<file path="src/rtl/sgm_pkg.sv">
package sgm_pkg;

  localparam int CHANNELS   = 8;
  localparam int COUNT_BITS = 32;
  localparam int CHAN_W     = (CHANNELS > 1) ? $clog2(CHANNELS) : 1;
  localparam int ID_W       = 8;
  localparam int SEQ_W      = 8;
  localparam int OUT_W      = 32;
  localparam int NUM_W      = 4;

  typedef logic [COUNT_BITS-1:0] cnt_t;
  typedef logic [CHAN_W-1:0]     chan_t;

  typedef enum logic [1:0] {
    CMD_EVENT = 2'd0,
    CMD_CLEAR = 2'd1,
    CMD_READ  = 2'd2,
    CMD_NOP   = 2'd3
  } cmd_t;

  typedef enum logic [1:0] {
    ST_IDLE,
    ST_SCAN,
    ST_UPD
  } state_t;

  // scanner result, valid for one cycle when done is set
  typedef struct packed {
    logic  done;
    logic  found;
    chan_t chan;
  } scan_res_t;

  // channel memory write port
  typedef struct packed {
    logic             en;
    chan_t            addr;
    logic [SEQ_W-1:0] seq;
    cnt_t             recv;
    cnt_t             missed;
  } ram_wr_t;

  // channel memory read data
  typedef struct packed {
    logic [SEQ_W-1:0] seq;
    cnt_t             recv;
    cnt_t             missed;
  } ram_rd_t;

  // saturating add of a narrow increment
  function automatic cnt_t sat_add(cnt_t a, logic [SEQ_W-1:0] b);
    logic [COUNT_BITS:0] sum;
    sum = {1'b0, a} + (COUNT_BITS+1)'(b);
    if (sum[COUNT_BITS]) begin
      return {COUNT_BITS{1'b1}};
    end
    return sum[COUNT_BITS-1:0];
  endfunction

endpackage

</file>
<file path="src/rtl/sgm_scan.sv">
module sgm_scan (
  input  logic                          clk,
  input  logic                          rst_n,
  input  logic                          start,
  input  logic [sgm_pkg::ID_W-1:0]      rid,
  input  logic [sgm_pkg::NUM_W-1:0]     act,
  input  logic [63:0]                   ids,
  output sgm_pkg::scan_res_t            res
);
  import sgm_pkg::*;

  logic  busy_r, busy_nxt;
  chan_t idx_r, idx_nxt;
  logic  hit_now;
  logic  last_now;

  // compare one table entry per cycle
  always_comb begin
    hit_now  = (NUM_W'(idx_r) < act) && (ids[{idx_r, 3'b000} +: ID_W] == rid);
    last_now = hit_now || (idx_r == CHAN_W'(CHANNELS - 1));
    res.done  = busy_r && last_now;
    res.found = hit_now;
    res.chan  = idx_r;
  end

  // entry counter
  always_comb begin
    busy_nxt = busy_r;
    idx_nxt  = idx_r;
    if (start) begin
      busy_nxt = 1'b1;
      idx_nxt  = '0;
    end else if (busy_r) begin
      if (last_now) begin
        busy_nxt = 1'b0;
      end else begin
        idx_nxt = idx_r + 1'b1;
      end
    end
  end

  always_ff @(posedge clk) begin
    if (!rst_n) begin
      busy_r <= 1'b0;
      idx_r  <= '0;
    end else begin
      busy_r <= busy_nxt;
      idx_r  <= idx_nxt;
    end
  end

endmodule

</file>
<file path="src/rtl/sgm_chan_ram.sv">
module sgm_chan_ram (
  input  logic                 clk,
  input  logic                 rst_n,
  input  logic                 rd_en,
  input  sgm_pkg::chan_t       rd_addr,
  output sgm_pkg::ram_rd_t     rd_data,
  input  sgm_pkg::ram_wr_t     wr,
  input  logic                 clear
);
  import sgm_pkg::*;

  logic [SEQ_W-1:0]      seq_mem [CHANNELS];
  logic [2*COUNT_BITS-1:0] cnt_mem [CHANNELS];

  logic [CHANNELS-1:0]   seq_vld_r;
  logic [CHANNELS-1:0]   cnt_vld_r;

  logic [SEQ_W-1:0]      seq_q_r;
  logic [2*COUNT_BITS-1:0] cnt_q_r;
  logic                  seq_ok_r;
  logic                  cnt_ok_r;

  // memory arrays
  always_ff @(posedge clk) begin
    if (wr.en) begin
      seq_mem[wr.addr] <= wr.seq;
      cnt_mem[wr.addr] <= {wr.recv, wr.missed};
    end
    if (rd_en) begin
      seq_q_r <= seq_mem[rd_addr];
      cnt_q_r <= cnt_mem[rd_addr];
    end
  end

  // entry valid bits: unwritten entries read zero; clear resets only counter bits
  always_ff @(posedge clk) begin
    if (!rst_n) begin
      seq_vld_r <= '0;
      cnt_vld_r <= '0;
      seq_ok_r  <= 1'b0;
      cnt_ok_r  <= 1'b0;
    end else begin
      if (wr.en) begin
        seq_vld_r[wr.addr] <= 1'b1;
      end
      if (clear) begin
        cnt_vld_r <= '0;
      end else if (wr.en) begin
        cnt_vld_r[wr.addr] <= 1'b1;
      end
      if (rd_en) begin
        seq_ok_r <= seq_vld_r[rd_addr];
        cnt_ok_r <= cnt_vld_r[rd_addr];
      end
    end
  end

  // masked read data
  always_comb begin
    rd_data.seq    = seq_ok_r ? seq_q_r : '0;
    rd_data.recv   = cnt_ok_r ? cnt_q_r[2*COUNT_BITS-1:COUNT_BITS] : '0;
    rd_data.missed = cnt_ok_r ? cnt_q_r[COUNT_BITS-1:0] : '0;
  end

endmodule

</file>
<file path="src/rtl/sequence_gap_channel_monitor_unit.sv">
// channel   | ports                                             | direction
// ----------+---------------------------------------------------+----------
// input     | in_valid, in_stall, in_cmd, in_report_id,         | in
//           | in_seq_num, in_read_index                         |
// result    | out_valid, out_stall, out_hit, out_channel,       | out
//           | out_duplicate, out_missed_now, out_received,      |
//           | out_missed_sum, out_events_seen                   |
// config    | psel, penable, pwrite, paddr, pwdata, prdata,     | in/out
//           | pready (num_channels at 0x0, channel_ids at 0x8)  |
//
// an event runs from accept through the identifier scan, which checks the table
// entries in order, the last one issuing the memory read if the identifier is found,
// then the update step; clear, read and no-op beats skip the scan; one beat is in
// flight at a time; the next beat can be taken once the result is presented
// reset is synchronous and zeroes all counters at once via entry valid bits
// a result stalled at the output holds the update step until it is taken
module sequence_gap_channel_monitor_unit (
  input  logic        clk,
  input  logic        rst_n,
  input  logic        in_valid,
  output logic        in_stall,
  input  logic [1:0]  in_cmd,
  input  logic [7:0]  in_report_id,
  input  logic [7:0]  in_seq_num,
  input  logic [2:0]  in_read_index,
  output logic        out_valid,
  input  logic        out_stall,
  output logic        out_hit,
  output logic [2:0]  out_channel,
  output logic        out_duplicate,
  output logic [7:0]  out_missed_now,
  output logic [31:0] out_received,
  output logic [31:0] out_missed_sum,
  output logic [31:0] out_events_seen,
  input  logic        psel,
  input  logic        penable,
  input  logic        pwrite,
  input  logic [3:0]  paddr,
  input  logic [63:0] pwdata,
  output logic [63:0] prdata,
  output logic        pready
);
  import sgm_pkg::*;

  // config registers
  logic [NUM_W-1:0] num_ch_r;
  logic [63:0]      ids_r;
  logic [NUM_W-1:0] act;

  // item registers
  state_t           state_r, state_nxt;
  cmd_t             cmd_r;
  logic [ID_W-1:0]  rid_r;
  logic [SEQ_W-1:0] seq_r;
  logic [2:0]       ridx_r;
  logic             found_r;
  chan_t            chan_r;
  cnt_t             event_total_r;

  // output registers
  logic             out_valid_r;
  logic             out_hit_r;
  logic [2:0]       out_channel_r;
  logic             out_dup_r;
  logic [7:0]       out_mnow_r;
  logic [OUT_W-1:0] out_recv_r;
  logic [OUT_W-1:0] out_msum_r;
  logic [OUT_W-1:0] out_evt_r;

  // fsm outputs
  logic             accept;
  logic             scan_start;
  logic             rd_en;
  chan_t            rd_addr;
  logic             upd_fire;
  logic             out_free;

  scan_res_t        scan_res;
  ram_rd_t          rd_data;
  ram_wr_t          wr;
  logic             mem_clear;

  // update datapath
  logic             res_hit;
  logic             res_dup;
  logic [SEQ_W-1:0] res_gap;
  cnt_t             new_recv;
  cnt_t             new_missed;
  cnt_t             res_recv;
  cnt_t             res_msum;
  cnt_t             evt_nxt;

  // config port
  assign pready = 1'b1;
  assign act    = (num_ch_r > NUM_W'(CHANNELS)) ? NUM_W'(CHANNELS) : num_ch_r;

  always_comb begin
    prdata = paddr[3] ? ids_r : 64'(num_ch_r);
  end

  always_ff @(posedge clk) begin
    if (!rst_n) begin
      num_ch_r <= '0;
      ids_r    <= '0;
    end else if (psel && penable && pwrite) begin
      if (paddr[3]) begin
        ids_r <= pwdata;
      end else begin
        num_ch_r <= pwdata[NUM_W-1:0];
      end
    end
  end

  // identifier scanner
  sgm_scan u_scan (
    .clk   (clk),
    .rst_n (rst_n),
    .start (scan_start),
    .rid   (rid_r),
    .act   (act),
    .ids   (ids_r),
    .res   (scan_res)
  );

  // per-channel state memory
  sgm_chan_ram u_ram (
    .clk     (clk),
    .rst_n   (rst_n),
    .rd_en   (rd_en),
    .rd_addr (rd_addr),
    .rd_data (rd_data),
    .wr      (wr),
    .clear   (mem_clear)
  );

  assign out_free = !out_valid_r || !out_stall;

  // next state
  always_comb begin
    state_nxt = state_r;
    case (state_r)
      ST_IDLE: begin
        if (in_valid) begin
          state_nxt = (cmd_t'(in_cmd) == CMD_EVENT) ? ST_SCAN : ST_UPD;
        end
      end
      ST_SCAN: begin
        if (scan_res.done) begin
          state_nxt = ST_UPD;
        end
      end
      ST_UPD: begin
        if (out_free) begin
          state_nxt = ST_IDLE;
        end
      end
      default: state_nxt = ST_IDLE;
    endcase
  end

  // fsm outputs
  always_comb begin
    in_stall   = 1'b1;
    accept     = 1'b0;
    scan_start = 1'b0;
    rd_en      = 1'b0;
    rd_addr    = in_read_index[CHAN_W-1:0];
    upd_fire   = 1'b0;
    case (state_r)
      ST_IDLE: begin
        in_stall   = 1'b0;
        accept     = in_valid;
        scan_start = in_valid && (cmd_t'(in_cmd) == CMD_EVENT);
        rd_en      = in_valid && (cmd_t'(in_cmd) == CMD_READ);
      end
      ST_SCAN: begin
        rd_en   = scan_res.done && scan_res.found;
        rd_addr = scan_res.chan;
      end
      ST_UPD: begin
        upd_fire = out_free;
      end
      default: begin
        in_stall = 1'b1;
      end
    endcase
  end

  // item capture
  always_ff @(posedge clk) begin
    if (accept) begin
      cmd_r  <= cmd_t'(in_cmd);
      rid_r  <= in_report_id;
      seq_r  <= in_seq_num;
      ridx_r <= in_read_index;
    end
    if (scan_res.done) begin
      chan_r <= scan_res.chan;
    end
  end

  // update step: gap, saturating counters, result fields
  always_comb begin
    res_dup    = (rd_data.seq == seq_r);
    res_gap    = seq_r - rd_data.seq - 1'b1;
    new_recv   = sat_add(rd_data.recv, SEQ_W'(1));
    new_missed = sat_add(rd_data.missed, res_gap);
    res_hit    = 1'b0;
    res_recv   = '0;
    res_msum   = '0;
    evt_nxt    = event_total_r;
    wr.en      = 1'b0;
    wr.addr    = chan_r;
    wr.seq     = seq_r;
    wr.recv    = new_recv;
    wr.missed  = new_missed;
    mem_clear  = 1'b0;
    case (cmd_r)
      CMD_EVENT: begin
        res_hit = found_r;
        if (found_r) begin
          evt_nxt  = sat_add(event_total_r, SEQ_W'(1));
          res_recv = res_dup ? rd_data.recv : new_recv;
          res_msum = res_dup ? rd_data.missed : new_missed;
          wr.en    = upd_fire && !res_dup;
        end
      end
      CMD_CLEAR: begin
        evt_nxt   = '0;
        mem_clear = upd_fire;
      end
      CMD_READ: begin
        res_hit = (NUM_W'(ridx_r) < act);
        if (res_hit) begin
          res_recv = rd_data.recv;
          res_msum = rd_data.missed;
        end
      end
      default: begin
        evt_nxt = event_total_r;
      end
    endcase
  end

  // control registers
  always_ff @(posedge clk) begin
    if (!rst_n) begin
      state_r       <= ST_IDLE;
      found_r       <= 1'b0;
      event_total_r <= '0;
      out_valid_r   <= 1'b0;
    end else begin
      state_r <= state_nxt;
      if (accept) begin
        found_r <= 1'b0;
      end else if (scan_res.done) begin
        found_r <= scan_res.found;
      end
      if (upd_fire) begin
        event_total_r <= evt_nxt;
      end
      if (upd_fire) begin
        out_valid_r <= 1'b1;
      end else if (!out_stall) begin
        out_valid_r <= 1'b0;
      end
    end
  end

  // result register
  always_ff @(posedge clk) begin
    if (upd_fire) begin
      out_hit_r     <= res_hit;
      out_dup_r     <= (cmd_r == CMD_EVENT) && found_r && res_dup;
      out_mnow_r    <= ((cmd_r == CMD_EVENT) && found_r && !res_dup) ? res_gap : '0;
      out_recv_r    <= OUT_W'(res_recv);
      out_msum_r    <= OUT_W'(res_msum);
      out_evt_r     <= OUT_W'(evt_nxt);
      case (cmd_r)
        CMD_EVENT: out_channel_r <= found_r ? 3'(chan_r) : 3'd0;
        CMD_READ:  out_channel_r <= ridx_r;
        default:   out_channel_r <= 3'd0;
      endcase
    end
  end

  assign out_valid       = out_valid_r;
  assign out_hit         = out_hit_r;
  assign out_channel     = out_channel_r;
  assign out_duplicate   = out_dup_r;
  assign out_missed_now  = out_mnow_r;
  assign out_received    = out_recv_r;
  assign out_missed_sum  = out_msum_r;
  assign out_events_seen = out_evt_r;

  // a completed update always presents a result next cycle
  a_fire_shows: assert property (@(posedge clk) disable iff (!rst_n)
    upd_fire |=> out_valid_r)
    else $error("update completed without result");

  // a duplicate never counts a gap
  a_dup_no_gap: assert property (@(posedge clk) disable iff (!rst_n)
    (out_valid_r && out_dup_r) |-> (out_mnow_r == '0))
    else $error("duplicate with nonzero gap");

  // a miss returns no counters
  a_miss_zero: assert property (@(posedge clk) disable iff (!rst_n)
    (out_valid_r && !out_hit_r) |-> (out_recv_r == '0 && out_msum_r == '0))
    else $error("counters returned on miss");

  // a clear zeroes the global event count
  a_clear_evt: assert property (@(posedge clk) disable iff (!rst_n)
    (upd_fire && cmd_r == CMD_CLEAR) |=> (event_total_r == '0))
    else $error("event count not cleared");

  // no new beat is taken while an item is still in the scan or update
  a_one_item: assert property (@(posedge clk) disable iff (!rst_n)
    (state_r == ST_SCAN || state_r == ST_UPD) |-> in_stall)
    else $error("beat accepted while busy");

endmodule
</file>
<file path="config.mk">
export PLATFORM = sky130hd
export DESIGN_NAME = sequence_gap_channel_monitor_unit
export DESIGN_NICKNAME = d
export VERILOG_FILES = /design/src/rtl/sgm_pkg.sv /design/src/rtl/sgm_scan.sv /design/src/rtl/sgm_chan_ram.sv /design/src/rtl/sequence_gap_channel_monitor_unit.sv
export SDC_FILE = /design/constraint.sdc
export NUM_CORES = 1
export LEC_CHECK = 0
export BUFFER_PORTS_ARGS = -buffer_cell sky130_fd_sc_hd__buf_2
export CAP_MARGIN = 20
export CORE_UTILIZATION = 35
export CTS_CLUSTER_SIZE = 25
export DETAILED_ROUTE_END_ITERATION = 16
export SYNTH_ARGS = -nofsm -noshare
export SYNTH_HDL_FRONTEND = slang
export SYNTH_SLANG_ARGS = --single-unit
</file>
<file path="constraint.sdc">
create_clock -name clk -period 8.2 [get_ports clk]
set_input_delay 0.82 -clock clk [delete_from_list [all_inputs] [get_ports clk]]
set_output_delay 0.82 -clock clk [all_outputs]
set_load 0.03 [all_outputs]
</file>
==> metrics <==
status finished, final reports clean; largest net degree at the start of global routing 149; share of layout cells above drive strength 1 25.82%; DRT Pass-1 Iters 5; Slew Limit Fails 0; Setup CP Type flop to flop; via count 23,310; initial DRC count 2,005; Max VDD drop 0.0001454 V; synth warn 0; Yosys reg bits 907; HPWL Detailed 58.08 mm; sequential share of the synthesized area 66.33%; die area 0.1132 mm2; area grow syn2layout 15.40%; DP Area 0.04207 mm2; PnR worst setup slack 2.549 ns; htree depth 3; post_cts resized 0; post-synthesis instance total 2,625; Reg clk slew, reported paths 0.07 ns; Max Cap Violations 0; Data arrival, critical path 6.18 ns; first-pass GRT wire length 147.5 mm; total grt overflow 0; CTS tree done; vias in the first global route 23,090; Avg Cell Area, Syn 14.92 um2; Post-synth EDFFs 781; Final Util 40.78%; GRT Util Overall 17.26%; die height 336.5 um; RSZ-0062 raised after global routing no; Remaining DRCs 0; num rows 122; Finish-stage setup viols 0; ranking of synthesized cells by area edfxtp_1 60%, mux4_2 8.8%, dfxtp_1 6.4%; Worst Setup Start Kind flop; WL final 98.39 mm; worst-case clock buffer depth 3; CTS Hold Buffers Added 0; Slew headroom 25.68%; Initial Utilization 35.34%; Final Critical Period 5.651 ns; WL/cell 22.18 um; worst-skew pair later-pin latency 0.69 ns; Critical Path Sink Type flop; TritonCTS Buffers 93; Leak 0.01585 uW; top_reg_cell synth edfxtp_1; Via density 5.254; Post-layout nets 2,993; FMAX 177.0 MHz; final non-filler cell area 0.04519 mm2; post-placement setup slack 2.600 ns; Synth area leader edfxtp_1; Synth top area share 59.89%; asr flop ratio synth 0%; Die X-Extent 336.5 um; Hold WC Path Type input port to flop; syn nets 2,747; Setup TNS Final 0 ns; Cell Pwr Density 218.2 mW/mm2; final antenna-violating net count 0; Post-Syn Area 0.03916 mm2; clk_skew 0.04311 ns; Slew @ Worst Pin 1.115 ns; final hold viol count 0; Post CTS Setup Buffer Count 0; worst hold slack 0.3260 ns; Top Ports 272; most frequent cells in the layout 781 x edfxtp_1, 286 x nand2_1, 267 x buf_2; library cells used by synthesis 102; leading cell type in the layout, fill and taps excluded edfxtp_1; gpl congestion 0.8292; IO Port Bufs 267; CTS root buffer clkbuf_16; antenna violations before repair 13; Num Clock Sinks 907; Crit Path Max Fanout 17; Worst EP required 8.73 ns; Core ar. 0.1108 mm2; Tcrit/Tclk final 68.92%
==> through the flow <==
step	instances	total power, uW
3_5_place_dp	4262	5731
2_1_floorplan	2625	5561
6_report	4437	9861
3_3_place_gp	4262	5727
5_1_grt	4437	10170
4_1_cts	4430	9967
==> synth_stat cells, types with 6 or more instances <==
master    instances
clkbuf_1         95
mux2i_1          25
mux2_2           88
a31oi_1          26
nor2_1          132
a41oi_1           6
dfxtp_1         126
buf_1            22
nor3b_1           7
a21boi_0         70
mux4_2          153
edfxtp_1        781
nor3_1           26
and3_1           27
o22ai_1          30
nand4_1          19
a21o_1            7
nor2b_1          11
o22a_1           25
buf_6            11
inv_1            21
xor2_1           27
and2_1           87
nor4_1            7
nand2b_1         12
and4_1            8
o211ai_1          7
xnor2_1          40
a22o_1            9
nand3_1          48
a21oi_1         119
o21a_1           18
o21ai_0          60
o221a_2           8
a31o_2            6
nand2_1         287
or3_1             8
buf_2            27
ha_1             24
a311oi_1          7
==> path summary, 6_finish.rpt <==
path,start,endpoint,slack [ns],depth (start not counted)
worst max-delay path,seq_r[2]$_DFFE_PP_,out_missed_sum[0]$_DFFE_PP_,2.55,17
worst min-delay path,in_report_id[4],rid_r[4]$_DFFE_PP_,0.33,1
worst max register to register,seq_r[2]$_DFFE_PP_,out_missed_sum[0]$_DFFE_PP_,2.55,17
worst min register to register,u_ram.seq_vld_r[7]$_SDFFE_PN0P_,u_ram.seq_vld_r[7]$_SDFFE_PN0P_,0.46,1
==> routing by layer <==
layer | track usage, % | share of wire, %
met1 | 23.80 | 44
met4 | 5.426 | 2.4
met2 | 28.16 | 48
met3 | 2.444 | 4.9
met5 | 0 | 0
==> final cells by class <==
class	instances	area [um2]
Antenna cell	5	12.51
Clock buffer	118	2502
Clock inverter	50	561.8
Fill cell	10230	65630
Inverter	22	88.84
Multi-Input combinational cell	1538	12480
Sequential cell	907	25980
Tap cell	1488	1862
Timing Repair Buffer	309	1700
==> cell families after synthesis <==
| logic type | share of synthesized area (%) |
|---|---|
| AOI/OAI and AO/OA | 7.812 |
| xor gates and xnor gates | 1.614 |
| adders and majority gates | 0.8691 |
| buffers and inverters | 2.045 |
| DFF | 66.33 |
| muxes | 12.04 |
| other | 0.009576 |
| and+or+nand+nor | 9.285 |
==> worst max-delay path: stages, from the launching register on <==
cell,delay (ns)
edfxtp_1,0.56
ha_1,0.44
a21oi_1,0.26
and2_1,0.22
nor2_1,0.06
a211oi_1,0.34
o21bai_1,0.12
a21oi_1,0.18
xnor2_1,0.15
ha_1,0.45
a21o_1,0.28
a21oi_1,0.07
nor3_1,0.43
o2111ai_2,0.33
or3_1,0.78
buf_4,0.36
nand2b_1,0.26
a22o_1,0.19
==> sequential cells by signal, indices dropped and copies added (netlist names), 3 cells and up <==
| signal | count |
|---|---|
| out_events_seen | 32 |
| u_ram.cnt_mem | 512 |
| ridx_r | 3 |
| chan_r | 3 |
| ids_r | 64 |
| u_ram.cnt_q_r | 64 |
| u_ram.seq_q_r | 8 |
| out_missed_now | 8 |
| u_ram.seq_vld_r | 8 |
| u_ram.cnt_vld_r | 8 |
| rid_r | 8 |
| out_received | 32 |
| event_total_r | 32 |
| seq_r | 8 |
| num_ch_r | 4 |
| u_ram.seq_mem | 64 |
| out_missed_sum | 32 |
| out_channel | 3 |
| u_scan.idx_r | 3 |
==> where the power goes <==
part | internal [uW] | switching, uW | total (uW)
logic | 224 | 319 | 543
clock network | 2400 | 1830 | 4240
registers | 5040 | 44.7 | 5080
total | 7660 | 2200 | 9860
Note: power is estimated with default switching activity, not from simulation.
